## config.mk

```make
export PLATFORM = sky130hd
export DESIGN_NAME = multi_channel_debounce_queue_top
export DESIGN_NICKNAME = d
export VERILOG_FILES = /design/src/hw/rtl/mcdq_pkg.sv /design/src/hw/rtl/mcdq_ram.sv /design/src/hw/rtl/mcdq_entry.sv /design/src/hw/rtl/multi_channel_debounce_queue_top.sv
export SDC_FILE = /design/constraint.sdc
export NUM_CORES = 1
export LEC_CHECK = 0
export ABC_AREA = 1
export BUFFER_PORTS_ARGS = -buffer_cell sky130_fd_sc_hd__buf_2
export CAP_MARGIN = 0
export CORE_UTILIZATION = 48
export CTS_CLUSTER_DIAMETER = 50
export DETAILED_ROUTE_END_ITERATION = 10
export PLACE_DENSITY_LB_ADDON = 0.25
export SLEW_MARGIN = 20
export SYNTH_ARGS = -nofsm -noshare
export SYNTH_HDL_FRONTEND = slang
export SYNTH_SLANG_ARGS = --single-unit
```

## constraint.sdc

```tcl
create_clock -name clk -period 4.4 [get_ports clk]
set_clock_uncertainty 0.05 [all_clocks]
set_input_delay 0.88 -clock clk [delete_from_list [all_inputs] [get_ports clk]]
set_output_delay 0.88 -clock clk [all_outputs]
set_load 0.005 [all_outputs]
```

## src/hw/rtl/mcdq_pkg.sv

```systemverilog
// mcdq_pkg.sv
// types and constants of the multi-channel debounce queue
// no dependencies
package mcdq_pkg;

  localparam int CHANNEL_COUNT = 16;
  localparam int MAX_RESULTS   = 16;
  localparam int RES_CNT_W     = 5;
  localparam int CH_W          = 4;
  localparam int PIN_W         = 16;

  // configuration register indexes
  localparam logic [1:0] REG_ACCEPT_MASK      = 2'd0;
  localparam logic [1:0] REG_SETTLE_THRESHOLD = 2'd1;
  localparam logic [1:0] REG_AGREE_MASK       = 2'd2;

  localparam logic [15:0] ACCEPT_MASK_RST      = 16'h2007;
  localparam logic [7:0]  SETTLE_THRESHOLD_RST = 8'd4;
  localparam logic [7:0]  AGREE_MASK_RST       = 8'd3;

  localparam logic [7:0] COUNT_MAX = 8'hFF;

  typedef struct packed {
    logic [CH_W-1:0] channel;
    logic [7:0]      history;
    logic [7:0]      count;
  } entry_t;

  localparam int ENTRY_W = $bits(entry_t);

  typedef struct packed {
    entry_t next;
    logic   retire;
    logic   settled;
    logic   level;
  } upd_t;

endpackage

```

## src/hw/rtl/mcdq_ram.sv

```systemverilog
// mcdq_ram.sv
// generic single-write, single-read ram with registered read data
// no dependencies
module mcdq_ram #(
  parameter int WIDTH = 20,
  parameter int DEPTH = 16
) (
  input  logic                     clk,
  input  logic                     we,
  input  logic [$clog2(DEPTH)-1:0] waddr,
  input  logic [WIDTH-1:0]         wdata,
  input  logic [$clog2(DEPTH)-1:0] raddr,
  output logic [WIDTH-1:0]         rdata
);

  logic [WIDTH-1:0] mem [DEPTH];

  always_ff @(posedge clk) begin
    if (we) begin
      mem[waddr] <= wdata;
    end
    rdata <= mem[raddr];
  end

endmodule

```

## src/hw/rtl/mcdq_entry.sv

```systemverilog
// mcdq_entry.sv
// per-tick update of one queue entry: sample shift, count, retire decision
// depends on mcdq_pkg
module mcdq_entry (
  input  mcdq_pkg::entry_t            cur,
  input  logic [mcdq_pkg::PIN_W-1:0]  pin_levels,
  input  logic [7:0]                  settle_threshold,
  input  logic [7:0]                  agree_mask,
  output mcdq_pkg::upd_t              upd
);

  logic       pin_bit;
  logic [7:0] cnt_next;
  logic [7:0] hist_next;
  logic [7:0] agreed;
  logic       all_high;

  always_comb begin
    pin_bit   = pin_levels[cur.channel];
    cnt_next  = (cur.count == mcdq_pkg::COUNT_MAX) ? mcdq_pkg::COUNT_MAX : cur.count + 8'd1;
    hist_next = {cur.history[6:0], pin_bit};
    agreed    = hist_next & agree_mask;
    all_high  = (agreed == agree_mask);

    upd.next.channel = cur.channel;
    upd.next.history = hist_next;
    upd.next.count   = cnt_next;
    upd.retire       = (cnt_next > settle_threshold);
    upd.settled      = all_high || (agreed == 8'd0);
    upd.level        = all_high;
  end

endmodule

```

## src/hw/rtl/multi_channel_debounce_queue_top.sv

```systemverilog
// An ordered queue of armed channels kept in one entry memory (channel, sample history,
// sample count per slot) with a registered read. Every accepted arm or tick walks
// the queued entries oldest first, one memory read per cycle, and writes each entry back
// after updating it; busy stays high until the walk is through, and a new item is taken
// only while busy is low. An arm of a masked channel is dropped in the cycle it is taken.
// Retiring entries are removed and the survivors close up as they are written back.
// Results come out as one-cycle strobes on result_valid and cannot be held off; the
// final result of an item carries last_event. No clearing pass is needed after reset:
// only slots inside the queue are ever read.
module multi_channel_debounce_queue_top #(
  parameter int QUEUE_DEPTH = 16
) (
  input  logic                            clk,
  input  logic                            rst,
  input  logic                            start,
  output logic                            busy,
  input  logic                            action,
  input  logic [mcdq_pkg::CH_W-1:0]       channel,
  input  logic [mcdq_pkg::PIN_W-1:0]      pin_levels,
  input  logic                            cfg_we,
  input  logic [1:0]                      cfg_index,
  input  logic [15:0]                     cfg_data,
  output logic                            result_valid,
  output logic [mcdq_pkg::CH_W-1:0]       event_channel,
  output logic                            settled_level,
  output logic                            is_settled,
  output logic                            overflow,
  output logic                            last_event
);

  localparam int AW = $clog2(QUEUE_DEPTH);
  localparam int LW = $clog2(QUEUE_DEPTH + 1);

  typedef enum logic [1:0] {
    S_IDLE = 2'b01,
    S_SCAN = 2'b10
  } state_t;

  state_t state;

  logic [15:0] accept_mask;
  logic [7:0]  settle_threshold;
  logic [7:0]  agree_mask;

  logic [AW-1:0] head;
  logic [LW-1:0] len;

  // latched item
  logic                       op_tick;
  logic [mcdq_pkg::CH_W-1:0]  op_channel;
  logic [mcdq_pkg::PIN_W-1:0] op_pins;

  // scan pointers
  logic [LW-1:0] scan_len;
  logic [LW-1:0] rpos;
  logic [AW-1:0] rslot;
  logic [AW-1:0] dslot;
  logic [AW-1:0] wslot;
  logic          pend;
  logic          surv_seen;
  logic          found;

  // one result held back until we know whether it is the last
  logic                      hold_valid;
  logic [mcdq_pkg::CH_W-1:0] hold_channel;
  logic                      hold_level;
  logic                      hold_settled;
  logic [mcdq_pkg::RES_CNT_W-1:0] nres;

  logic                      ram_we;
  logic [AW-1:0]             ram_waddr;
  logic [mcdq_pkg::ENTRY_W-1:0] ram_wdata;
  logic [mcdq_pkg::ENTRY_W-1:0] ram_rdata;
  mcdq_pkg::entry_t          rd_entry;
  mcdq_pkg::entry_t          fresh_entry;
  mcdq_pkg::upd_t            upd;

  logic          in_scan;
  logic          issue;
  logic          done;
  logic          ch_ok;
  logic          queue_full;
  logic          arm_hit;
  logic [LW:0]   app_sum;
  logic [AW-1:0] app_slot;

  function automatic logic [AW-1:0] slot_inc(input logic [AW-1:0] s);
    slot_inc = (s == AW'(QUEUE_DEPTH - 1)) ? '0 : s + AW'(1);
  endfunction

  mcdq_ram #(
    .WIDTH (mcdq_pkg::ENTRY_W),
    .DEPTH (QUEUE_DEPTH)
  ) u_ram (
    .clk   (clk),
    .we    (ram_we),
    .waddr (ram_waddr),
    .wdata (ram_wdata),
    .raddr (rslot),
    .rdata (ram_rdata)
  );

  mcdq_entry u_entry (
    .cur              (rd_entry),
    .pin_levels       (op_pins),
    .settle_threshold (settle_threshold),
    .agree_mask       (agree_mask),
    .upd              (upd)
  );

  always_comb begin
    rd_entry    = mcdq_pkg::entry_t'(ram_rdata);
    fresh_entry = '{channel: op_channel, history: 8'd0, count: 8'd0};
    in_scan     = (state == S_SCAN);
    issue       = in_scan && (rpos < scan_len);
    done        = in_scan && !issue && !pend;
    ch_ok       = ({3'b000, channel} < 7'(mcdq_pkg::CHANNEL_COUNT)) && accept_mask[channel];
    queue_full  = (len == LW'(QUEUE_DEPTH));
    arm_hit     = pend && !op_tick && (rd_entry.channel == op_channel);
    app_sum     = (LW+1)'(head) + (LW+1)'(len);
    app_slot    = (app_sum >= (LW+1)'(QUEUE_DEPTH)) ? AW'(app_sum - (LW+1)'(QUEUE_DEPTH))
                                                     : AW'(app_sum);
    busy        = !(state == S_IDLE);
  end

  // write-back port: the slot written always trails the slot being read
  always_comb begin
    ram_we    = 1'b0;
    ram_waddr = wslot;
    ram_wdata = upd.next;
    if (pend && op_tick && !upd.retire) begin
      ram_we = 1'b1;
    end else if (arm_hit) begin
      ram_we    = 1'b1;
      ram_waddr = dslot;
      ram_wdata = fresh_entry;
    end else if (done && !op_tick && !found && !queue_full) begin
      ram_we    = 1'b1;
      ram_waddr = app_slot;
      ram_wdata = fresh_entry;
    end
  end

  always_ff @(posedge clk) begin
    if (rst) begin
      accept_mask      <= mcdq_pkg::ACCEPT_MASK_RST;
      settle_threshold <= mcdq_pkg::SETTLE_THRESHOLD_RST;
      agree_mask       <= mcdq_pkg::AGREE_MASK_RST;
    end else if (cfg_we) begin
      case (cfg_index)
        mcdq_pkg::REG_ACCEPT_MASK:      accept_mask      <= cfg_data;
        mcdq_pkg::REG_SETTLE_THRESHOLD: settle_threshold <= cfg_data[7:0];
        mcdq_pkg::REG_AGREE_MASK:       agree_mask       <= cfg_data[7:0];
        default: ;
      endcase
    end
  end

  always_ff @(posedge clk) begin
    if (rst) begin
      state        <= S_IDLE;
      head         <= '0;
      len          <= '0;
      pend         <= 1'b0;
      hold_valid   <= 1'b0;
      result_valid <= 1'b0;
    end else begin
      result_valid <= 1'b0;
      unique case (state)
        S_IDLE: begin
          if (start && (action || ch_ok)) begin
            state      <= S_SCAN;
            op_tick    <= action;
            op_channel <= channel;
            op_pins    <= pin_levels;
            scan_len   <= len;
            rpos       <= '0;
            rslot      <= head;
            wslot      <= head;
            pend       <= 1'b0;
            surv_seen  <= 1'b0;
            found      <= 1'b0;
            hold_valid <= 1'b0;
            nres       <= '0;
          end
        end
        S_SCAN: begin
          pend <= issue;
          if (issue) begin
            rpos  <= rpos + LW'(1);
            rslot <= slot_inc(rslot);
            dslot <= rslot;
          end
          if (pend && op_tick) begin
            if (upd.retire) begin
              len <= len - LW'(1);
              if (!surv_seen) begin
                // removal ahead of every survivor moves the head
                head  <= slot_inc(head);
                wslot <= slot_inc(wslot);
              end
              if (nres < mcdq_pkg::RES_CNT_W'(mcdq_pkg::MAX_RESULTS)) begin
                nres         <= nres + mcdq_pkg::RES_CNT_W'(1);
                hold_valid   <= 1'b1;
                hold_channel <= upd.next.channel;
                hold_level   <= upd.level;
                hold_settled <= upd.settled;
                if (hold_valid) begin
                  result_valid  <= 1'b1;
                  event_channel <= hold_channel;
                  settled_level <= hold_level;
                  is_settled    <= hold_settled;
                  overflow      <= 1'b0;
                  last_event    <= 1'b0;
                end
              end
            end else begin
              wslot     <= slot_inc(wslot);
              surv_seen <= 1'b1;
            end
          end
          if (arm_hit) begin
            found <= 1'b1;
          end
          if (done) begin
            state <= S_IDLE;
            if (op_tick) begin
              if (hold_valid) begin
                result_valid  <= 1'b1;
                event_channel <= hold_channel;
                settled_level <= hold_level;
                is_settled    <= hold_settled;
                overflow      <= 1'b0;
                last_event    <= 1'b1;
              end
            end else if (!found) begin
              if (queue_full) begin
                result_valid  <= 1'b1;
                event_channel <= op_channel;
                settled_level <= 1'b0;
                is_settled    <= 1'b0;
                overflow      <= 1'b1;
                last_event    <= 1'b1;
              end else begin
                len <= len + LW'(1);
              end
            end
          end
        end
        default: state <= S_IDLE;
      endcase
    end
  end

endmodule

```

==> results.sh, run 1 <==
export IMPL_outcome="complete, no violations"
export IMPL_cts_tree="yes"
export IMPL_avgRoutedWirePerCell_um=19.9
export IMPL_postSynthAreaPerCell_um2=11.1
export IMPL_p_leak_uw=0.00754
export IMPL_antenna_found_initial=0
export IMPL_drive_gt1_share_pct=13.5
export IMPL_dr_pass1_iters=5
export IMPL_rows=70
export IMPL_whs_path_depth=2
export IMPL_fin_crit_sh_pct=87.9
export IMPL_worstSetupPathType="reg2reg"
export IMPL_worst_pin_slew_ns=1.11
export IMPL_crit_required_ns=4.60
export IMPL_antennaDiodeCount=0
export IMPL_postSynth_asyncResetShare_pct=0
export IMPL_path_buf_inv=8
export IMPL_synthTopCellsByArea="edfxtp_1 (61%), dfxtp_1 (7.2%), o21ai_0 (6.4%), nor2_1 (5.9%), nand2_1 (3.5%)"
export IMPL_drv_cap=0
export IMPL_worstSetupStartpointType="register"
export IMPL_fin_cells=2203
export IMPL_routabilityCongestion=0.835
export IMPL_die_w_um=196
export IMPL_synth_seq_cells=433
export IMPL_groute_usage_overall_pct=23.3
export IMPL_cts_root_buf="clkbuf_16"
export IMPL_cpMostUsedCell="inv_1"
export IMPL_ctsHtreeMaxLevel=2
export IMPL_ys_types=43
export IMPL_total_power_uw=9510
export IMPL_vias_per_cell=5.67
export IMPL_vias=12500
export IMPL_initial_core_util_pct=49.0
export IMPL_grt_pass1_vias=12000
export IMPL_grt_max_degree=156
export IMPL_end_kind="register"
export IMPL_fill_cells=3065
export IMPL_max_freq_ghz=0.258
export IMPL_seq_area_frac_synth_pct=68.5
export IMPL_clkLatencyLatePin_ns=0.57
export IMPL_tritoncts_num_buffers=48
export IMPL_rsz0062_at_grt="no"
export IMPL_grt_overflow=0
export IMPL_holdWs_ns=0.406
export IMPL_finalSetupViolations=0
export IMPL_cpPeakStageDelay_ns=0.33
export IMPL_clk_pin_slew_ns=0.06
export IMPL_port_buffers=52
export IMPL_drc_errors=0
export IMPL_grt_first_pass_wirelength_um=67900
export IMPL_clock_sinks=433
export IMPL_cp_top_family="simple AND/OR/NAND/NOR gates"
export IMPL_core_area_um2=36800
export IMPL_rr_endpoint="u_ram.mem[1][13]"
export IMPL_hold_start="accept_mask[13]"
export IMPL_min_to="accept_mask[13]"
export IMPL_routed_wl_um=43900
export IMPL_fin_nets=1764
export IMPL_p_per_area_nw_per_um2=460
export IMPL_finalHoldViolCount=0
export IMPL_synth_cells=1624
export IMPL_cp_slowest_cell="dfxtp_1"
export IMPL_vdd_drop_max_uv=419
export IMPL_synth_edff_count=368
export IMPL_cts_setup_buffers=0
export IMPL_post_dp_hpwl_um=27900
export IMPL_critPathArrivalTime_ns=4.07
export IMPL_final_antenna_net_count=0
export IMPL_dieArea_um2=38300
export IMPL_slew_headroom_pct=25.7
export IMPL_hold_class="reg2reg"
export IMPL_synth_area_um2=18000
export IMPL_timing_rr_start="u_ram.rdata[0]"
export IMPL_io_pin_count=53
export IMPL_ff2ff_path_depth=25
export IMPL_worst_path_max_fanout=14
export IMPL_multi_input_area_um2=4970
export IMPL_drt_iter0_drc=1202
export IMPL_min_period_ns=3.87
export IMPL_finalMaxSlewViolations=0
export IMPL_regArea_um2=12400
export IMPL_die_h_um=196
export IMPL_setup_tns_ns=0
export IMPL_place_inst=2115
export IMPL_cts_resized=0
export IMPL_synth_top_area_share_pct=61.3
export IMPL_synth_fp_nets=1691
export IMPL_ff2ff_setup_slack_ns=0.53
export IMPL_clock_path_buffers=3
export IMPL_hold_buffers=0
export IMPL_ys_flop_type="edfxtp_1"
export IMPL_area_growth_pct=14.6
export IMPL_yosys_warnings=0
export IMPL_yosys_area_top_type="edfxtp_1"
-- metal layers --
metal / vias up / GRT usage [%] / wire (µm)
met4: 0 / 9.43 / 1370
li1: 5890 / - / -
met2: 425 / 36.6 / 20500
met3: 83 / 3.40 / 2660
met1: 6091 / 32.6 / 19300
met5: - / 0 / 0
-- flip-flops by register name, summed over array words and instances, names as in the netlist, 2 cells and up --
register / count
u_ram.mem: 304
u_ram.rdata: 19
accept_mask: 16
op_pins: 16
agree_mask: 8
settle_threshold: 8
len: 5
nres: 5
rpos: 5
scan_len: 5
dslot: 4
event_channel: 4
head: 4
hold_channel: 4
op_channel: 4
rslot: 4
wslot: 4
state: 2
-- metrics by stage --
step	cell area (µm²)	setup slack, ns	util [%]
4_1_cts	20700	0.522	56.2
3_5_place_dp	19000	0.566	51.7
3_3_place_gp	19000	0.704	51.7
2_1_floorplan	18000	0.780	-
6_report	20700	0.531	56.2
5_1_grt	20700	0.0487	56.2
-- synthesized netlist by cell type (3+ instances only) --
cell type / instances
a21oi_1: 52
a22oi_1: 7
buf_1: 4
buf_2: 13
clkbuf_1: 63
dfxtp_1: 65
edfxtp_1: 368
ha_1: 23
inv_1: 109
inv_2: 9
nand2_1: 170
nand2_2: 6
nand3_1: 53
nand4_1: 6
nor2_1: 285
nor2_2: 6
nor2_4: 3
nor3_1: 8
o211ai_1: 8
o21ai_0: 232
o21ai_1: 6
o22ai_1: 93
xor2_1: 11
-- layout make-up --
cell class / instances / share of cell area, %
sequential: 433 / 59.8
multi-input combinational: 991 / 24.0
clock buffer: 59 / 6.32
timing repair buffer: 104 / 3.27
tap: 468 / 2.83
inverter: 119 / 2.17
clock inverter: 29 / 1.60
-- worst reg2reg max path, cell delays in order (launching register included) --
cell     delay (ns)
dfxtp_1        0.33
ha_1           0.22
nand2_1        0.10
nor2_1         0.05
inv_1          0.06
nor2_1         0.04
inv_1          0.07
nor2_1         0.05
inv_1          0.08
nor2_1         0.04
nand2_1        0.21
inv_1          0.13
a21oi_1        0.21
inv_1          0.08
ha_1           0.28
nand2_1        0.05
nor2_1         0.12
nand4_1        0.15
nand2_1        0.21
a21oi_2        0.14
inv_1          0.07
nand2_1        0.06
inv_2          0.08
nand2_2        0.09
nor2_2         0.26
buf_4          0.31
-- worst max-delay path by stage --
stage	from	to	cells after the start
5_1_grt	u_ram.rdata[0]	u_ram.mem[1][0]	25
3_5_place_dp	u_ram.rdata[0]	u_ram.mem[1][11]	25
3_3_place_gp	u_ram.rdata[0]	u_ram.mem[1][9]	25
2_1_floorplan	u_ram.rdata[0]	u_ram.mem[15][0]	25
6_report	u_ram.rdata[0]	u_ram.mem[1][13]	25
4_1_cts	u_ram.rdata[0]	u_ram.mem[1][5]	25
-- power by group --
part	switching (µW)	total (µW)	internal (µW)
sequential	43.1	4640	4600
combinational	544	752	208
clock	1630	4120	2480
-- cell usage in the layout, fill, tap and decap left out, drive strengths merged --
master    count
o21bai        1
nand3b        2
clkbuf       59
dfxtp        65
a21o          1
or2           1
nor2        294
o21ai       239
xnor2         1
a211oi        1
buf         104
xor2         11
nand4         6
o211ai        8
nand2       177
clkinvlp      4
a31oi         2
a22oi         7
edfxtp      368
nor3          9
o31ai         1
inv         126
a21oi        53
ha           23
o32ai         2
clkinv       12
fa            1
a221oi        1
bufinv        6
o22ai        93
nand3        56
o21a          1
-- cells by family (layout without fill, tap and decap cells) --
kind of cell / Yosys count / after routing / share of synthesized area, %
DFF: 433 / 433 / 68.5
xor gates and xnor gates: 12 / 12 / 0.583
adders and majority gates: 24 / 24 / 1.71
and+or+nand+nor: 545 / 545 / 12.5
AOI/OAI and AO/OA: 410 / 410 / 12.5
buffers and inverters: 200 / 311 / 4.29
Note: power is estimated with default switching activity, not from simulation.
==> run 2: changes to the inputs <==
--- a/config.mk
+++ b/config.mk
@@ -8,10 +8,10 @@
 export ABC_AREA = 1
 export BUFFER_PORTS_ARGS = -buffer_cell sky130_fd_sc_hd__buf_2
 export CAP_MARGIN = 0
+export CORE_ASPECT_RATIO = 0.8
 export CORE_UTILIZATION = 48
 export CTS_CLUSTER_DIAMETER = 50
 export DETAILED_ROUTE_END_ITERATION = 10
-export PLACE_DENSITY_LB_ADDON = 0.25
 export SLEW_MARGIN = 20
 export SYNTH_ARGS = -nofsm -noshare
 export SYNTH_HDL_FRONTEND = slang
==> constraint.sdc (replaced) <==
create_clock -name clk -period 4.6 [get_ports clk]
set_clock_uncertainty 0.05 [all_clocks]
set_input_delay 0.92 -clock clk [delete_from_list [all_inputs] [get_ports clk]]
set_output_delay 0.92 -clock clk [all_outputs]
set_load 0.005 [all_outputs]
==> run 2 against run 1 <==
Sequential power fell by 4%. Via count down 0.44%. Cell count about the same. Register-to-register slack improved by 0.13 ns. Sequential share of layout area increased by 0.81 points. Combinational power shrank 2%.
==> results.sh, run 2 (synthesis results as in run 1) <==
export IMPL_grt_overflow=0
export IMPL_worstSetupPathType="reg2reg"
export IMPL_drv_cap=0
export IMPL_groute_usage_overall_pct=24.6
export IMPL_cpMostUsedCell="inv_1"
export IMPL_area_growth_pct=13.1
export IMPL_post_dp_hpwl_um=29600
export IMPL_dp_worst_setup_slack_ns=0.688
export IMPL_fill_cells=3121
export IMPL_vias=12400
export IMPL_total_power_uw=8660
export IMPL_initial_core_util_pct=48.7
export IMPL_clock_path_buffers=3
export IMPL_final_util_pct=55.0
export IMPL_p_leak_uw=0.00737
export IMPL_ctsHtreeMaxLevel=2
export IMPL_p_per_area_nw_per_um2=425
export IMPL_antennaDiodeCount=0
export IMPL_vias_per_cell=5.65
export IMPL_fin_crit_sh_pct=85.6
export IMPL_top_register="u_ram.mem"
export IMPL_hold_buffers=0
export IMPL_routabilityCongestion=0.842
export IMPL_slew_headroom_pct=25.1
export IMPL_layout_commonest_cell="edfxtp_1"
export IMPL_die_h_um=175
export IMPL_crit_required_ns=4.79
export IMPL_clk_pin_slew_ns=0.06
export IMPL_cts_setup_buffers=0
export IMPL_drc_errors=0
export IMPL_tritoncts_num_buffers=44
export IMPL_port_buffers=52
export IMPL_clkLatencyLatePin_ns=0.56
export IMPL_avgRoutedWirePerCell_um=21.0
export IMPL_regArea_um2=12400
export IMPL_drt_iter0_drc=1421
export IMPL_fin_nets=1747
export IMPL_final_cell_mix="edfxtp_1 (368), nor2_1 (262), o21ai_0 (231)"
export IMPL_die_w_um=219
export IMPL_critPathArrivalTime_ns=4.13
export IMPL_final_antenna_net_count=0
export IMPL_routed_wl_um=46300
export IMPL_rows=63
export IMPL_finalHoldViolCount=0
export IMPL_min_period_ns=3.94
export IMPL_rsz0062_at_grt="no"
export IMPL_worst_pin_slew_ns=1.12
export IMPL_cpPeakStageDelay_ns=0.33
export IMPL_use_met2_pct=36.0
export IMPL_cts_resized=0
export IMPL_cts_root_buf="clkbuf_16"
export IMPL_core_area_um2=37000
export IMPL_cp_slowest_cell="dfxtp_1"
export IMPL_finalMaxSlewViolations=0
export IMPL_antenna_found_initial=1
export IMPL_max_freq_ghz=0.254
export IMPL_worstSetupStartpointType="register"
export IMPL_gr_usage_met1_pct=37.2
export IMPL_busiest_layer="met1"
export IMPL_ff2ff_setup_slack_ns=0.66
export IMPL_multi_input_area_um2=4980
export IMPL_vdd_drop_max_uv=322
export IMPL_met3_usage_pct=4.76
export IMPL_hold_class="reg2reg"
export IMPL_outcome="complete, no violations"
export IMPL_setup_tns_ns=0
export IMPL_largest_reg_flops=304
export IMPL_drive_gt1_share_pct=12.3
export IMPL_finalSetupViolations=0
export IMPL_cts_tree="yes"
export IMPL_path_buf_inv=8
export IMPL_dr_pass1_iters=5
export IMPL_grt_max_degree=156
export IMPL_worst_path_max_fanout=14
export IMPL_cp_top_family="simple AND/OR/NAND/NOR gates"
export IMPL_largestRegisters="u_ram.mem (304), u_ram.rdata (19)"
export IMPL_end_kind="register"
export IMPL_setup_slack_ns=0.660
export IMPL_dieArea_um2=38400
export IMPL_clock_sinks=433
export IMPL_grt_first_pass_wirelength_um=70700
export IMPL_io_pin_count=53
export IMPL_grt_pass1_vias=11700
[run 2: tightest hold or removal path: cells and delay by family (launching register included)]
| kind | cells | cell delay (ns) |
|---|---|---|
| flops | 1 | 0.32 |
| simple gates | 2 | 0.11 |
[run 2: worst paths after layout]
path / start / to / cells after the start
setup / recovery: u_ram.rdata[0] / u_ram.mem[3][16] / 25
hold / removal: accept_mask[0] / accept_mask[0] / 2
setup reg to reg: u_ram.rdata[0] / u_ram.mem[3][16] / 25
hold reg to reg: accept_mask[0] / accept_mask[0] / 2
[run 2: through the flow]
| stage | instances | cell area [µm²] | hold slack [ns] |
|---|---|---|---|
| 2_1_floorplan | 1624 | 18000 | 0.374 |
| 3_3_place_gp | 2121 | 19000 | 0.390 |
| 4_1_cts | 2202 | 20400 | 0.416 |
| 6_report | 2202 | 20400 | 0.414 |
| 3_5_place_dp | 2121 | 19000 | 0.396 |
| 5_1_grt | 2202 | 20400 | 0.437 |
[run 2: area by class of cell]
type,instances,area share (%)
clock inverters,19,0.927
clock buffers,62,5.89
well taps,487,2.99
inverters,119,2.20
repair buffers,91,2.96
flip-flops and latches,433,60.6
multi-input cells,991,24.5
[run 2: routing by layer]
metal,up-vias,part of all wire (%)
met5,-,0
met4,0,2.1
met3,68,8.3
met2,479,44
met1,6034,46
li1,5853,-
[run 2: power by group]
group          internal, µW  switching [µW]
clock                  2000            1470
combinational           191             550
sequential             4400            42.5
==> run 3: changes to the inputs <==
--- a/config.mk
+++ b/config.mk
@@ -11,6 +11,7 @@
 export CORE_ASPECT_RATIO = 0.8
 export CORE_UTILIZATION = 48
 export CTS_CLUSTER_DIAMETER = 50
+export CTS_CLUSTER_SIZE = 28
 export DETAILED_ROUTE_END_ITERATION = 10
 export SLEW_MARGIN = 20
 export SYNTH_ARGS = -nofsm -noshare
==> constraint.sdc (replaced) <==
create_clock -name clk -period 4.6 [get_ports clk]
set_clock_uncertainty 0.05 [all_clocks]
set_input_delay 0.23 -clock clk [delete_from_list [all_inputs] [get_ports clk]]
set_output_delay 0.23 -clock clk [all_outputs]
set_load 0.005 [all_outputs]
==> run 3 against run 2 <==
Final area increased by 0.61%. Cell count increased by 0.82%. Sequential power about the same. Hold slack got worse by 0.32 ns. Global-route usage increased by 0.12 points.
==> results.sh, run 3 (synthesis results as in run 1) <==
export IMPL_outcome="complete, no violations"
export IMPL_worstSetupPathType="reg2reg"
export IMPL_fill_cells=3147
export IMPL_ctsHtreeMaxLevel=2
export IMPL_p_sw_share_pct=25.1
export IMPL_min_period_ns=3.91
export IMPL_met3_length_um=3620
export IMPL_drv_cap=0
export IMPL_p_switching_uw=2070
export IMPL_worst_path_max_fanout=14
export IMPL_clkPwrFrac_pct=36.9
export IMPL_largest_reg_flops=304
export IMPL_finalHoldViolCount=0
export IMPL_drc_errors=0
export IMPL_drive_gt1_share_pct=12.1
export IMPL_clock_path_buffers=3
export IMPL_rsz0062_at_grt="no"
export IMPL_clkLatencyLatePin_ns=0.54
export IMPL_groute_usage_overall_pct=24.7
export IMPL_p_leak_uw=0.00739
export IMPL_routed_wl_um=46700
export IMPL_final_cell_mix="edfxtp_1 (368), nor2_1 (262), o21ai_0 (231)"
export IMPL_die_h_um=175
export IMPL_layout_commonest_cell="edfxtp_1"
export IMPL_worst_pin_slew_ns=1.08
export IMPL_die_w_um=219
export IMPL_total_power_uw=8250
export IMPL_area_growth_pct=13.7
export IMPL_grt_first_pass_wirelength_um=71200
export IMPL_max_freq_ghz=0.256
export IMPL_seqPwrFrac_pct=53.8
export IMPL_p_per_area_nw_per_um2=402
export IMPL_fin_nets=1775
export IMPL_largestRegisters="u_ram.mem (304), u_ram.rdata (19)"
export IMPL_power_frac_comb_pct=9.3
export IMPL_multi_input_area_um2=4990
export IMPL_vias_per_cell=5.67
export IMPL_met2_length_um=20600
export IMPL_cpPeakStageDelay_ns=0.34
export IMPL_avgRoutedWirePerCell_um=21.0
export IMPL_hold_class="in2reg"
export IMPL_cts_root_buf="clkbuf_16"
export IMPL_antenna_found_initial=0
export IMPL_end_kind="register"
export IMPL_initial_core_util_pct=48.7
export IMPL_vdd_drop_max_uv=239
export IMPL_finalSetupViolations=0
export IMPL_vias=12600
export IMPL_core_area_um2=37000
export IMPL_maxUsedRoutingLayer="met4"
export IMPL_cpMostUsedCell="inv_1"
export IMPL_post_dp_hpwl_um=29500
export IMPL_top_register="u_ram.mem"
export IMPL_finalMaxSlewViolations=0
export IMPL_p_int_uw=6180
export IMPL_clk_pin_slew_ns=0.08
export IMPL_rows=63
export IMPL_grt_overflow=0
export IMPL_crit_required_ns=4.78
export IMPL_tritoncts_num_buffers=36
export IMPL_worstSetupStartpointType="register"
export IMPL_dieArea_um2=38400
export IMPL_final_antenna_net_count=0
export IMPL_cp_slowest_cell="nor2_2"
export IMPL_clock_sinks=433
export IMPL_port_buffers=52
export IMPL_io_pin_count=53
export IMPL_slew_headroom_pct=28.2
export IMPL_critPathArrivalTime_ns=4.09
export IMPL_cts_resized=0
export IMPL_cts_tree="yes"
export IMPL_dr_pass1_iters=5
export IMPL_fin_crit_sh_pct=85.0
export IMPL_regArea_um2=12400
export IMPL_setup_tns_ns=0
export IMPL_drt_iter0_drc=1546
export IMPL_grt_max_degree=156
export IMPL_grt_pass1_vias=11800
export IMPL_antennaDiodeCount=0
export IMPL_wl_met1_um=21400
export IMPL_routabilityCongestion=0.830
## run 3: cell types whose count changed in the layout (fill, tap and decap cells not counted), moves of 4 or more
cell	delta
dlygate4sd3_1	+38
clkbuf_1	-13
clkbuf_16	-7
clkinvlp_4	+4
## run 3: what timing repair did
action / in CTS / in global routing
buffers inserted: 0 / 0
hold buffers: 38 / 0
hold endpoints to repair: 56 / 0
## run 3: layer usage
metal  track usage [%]  vias up
li1                  -     5912
met4              6.89        0
met3              4.54       68
met1              37.1     6126
met2              36.6      479
met5                 0        -
## run 3: final timing paths
| kind | start | end | slack [ns] | cells after the start |
|---|---|---|---|---|
| worst max-delay path | u_ram.rdata[0] | u_ram.mem[3][8] | 0.69 | 25 |
| worst max register to register | u_ram.rdata[0] | u_ram.mem[3][8] | 0.69 | 25 |
| worst min register to register | accept_mask[2] | accept_mask[2] | 0.42 | 2 |
| worst min-delay path | cfg_index[1] | settle_threshold[2] | 0.09 | 3 |
## run 3: layout make-up
| type | count | area share, % |
|---|---|---|
| clock inverter | 21 | 0.884 |
| tap | 487 | 2.97 |
| timing repair buffer | 127 | 4.66 |
| multi-input combinational | 991 | 24.3 |
| sequential | 433 | 60.2 |
| inverter | 119 | 2.19 |
| clock buffer | 42 | 4.76 |
## run 3: critical path, delay by kind of cell, from the launching register on
family,cells,cell delay (ns)
simple gates,13,1.54
buf+inv,8,0.89
fa+ha+maj,2,0.49
compound gates,2,0.33
flops,1,0.32
## run 3: power by group through the flow
stage	clock network, µW	logic (µW)	registers, µW
floorplan	0	424	4510
global placement	0	730	4530
detailed placement	0	732	4530
CTS	3090	760	4440
global route	3240	834	4450
finish	3050	767	4440
## run 3: through the flow
step	hold WS [ns]	cells	worst slack, ns	instance area, µm²	util, %
2_1_floorplan	0.279	1624	0.980	18000	-
3_3_place_gp	0.358	2119	0.791	19000	51.2
3_5_place_dp	0.360	2119	0.724	19000	51.2
4_1_cts	0.0665	2220	0.707	20500	55.4
5_1_grt	0.122	2220	0.320	20500	55.4
6_report	0.0911	2220	0.689	20500	55.4
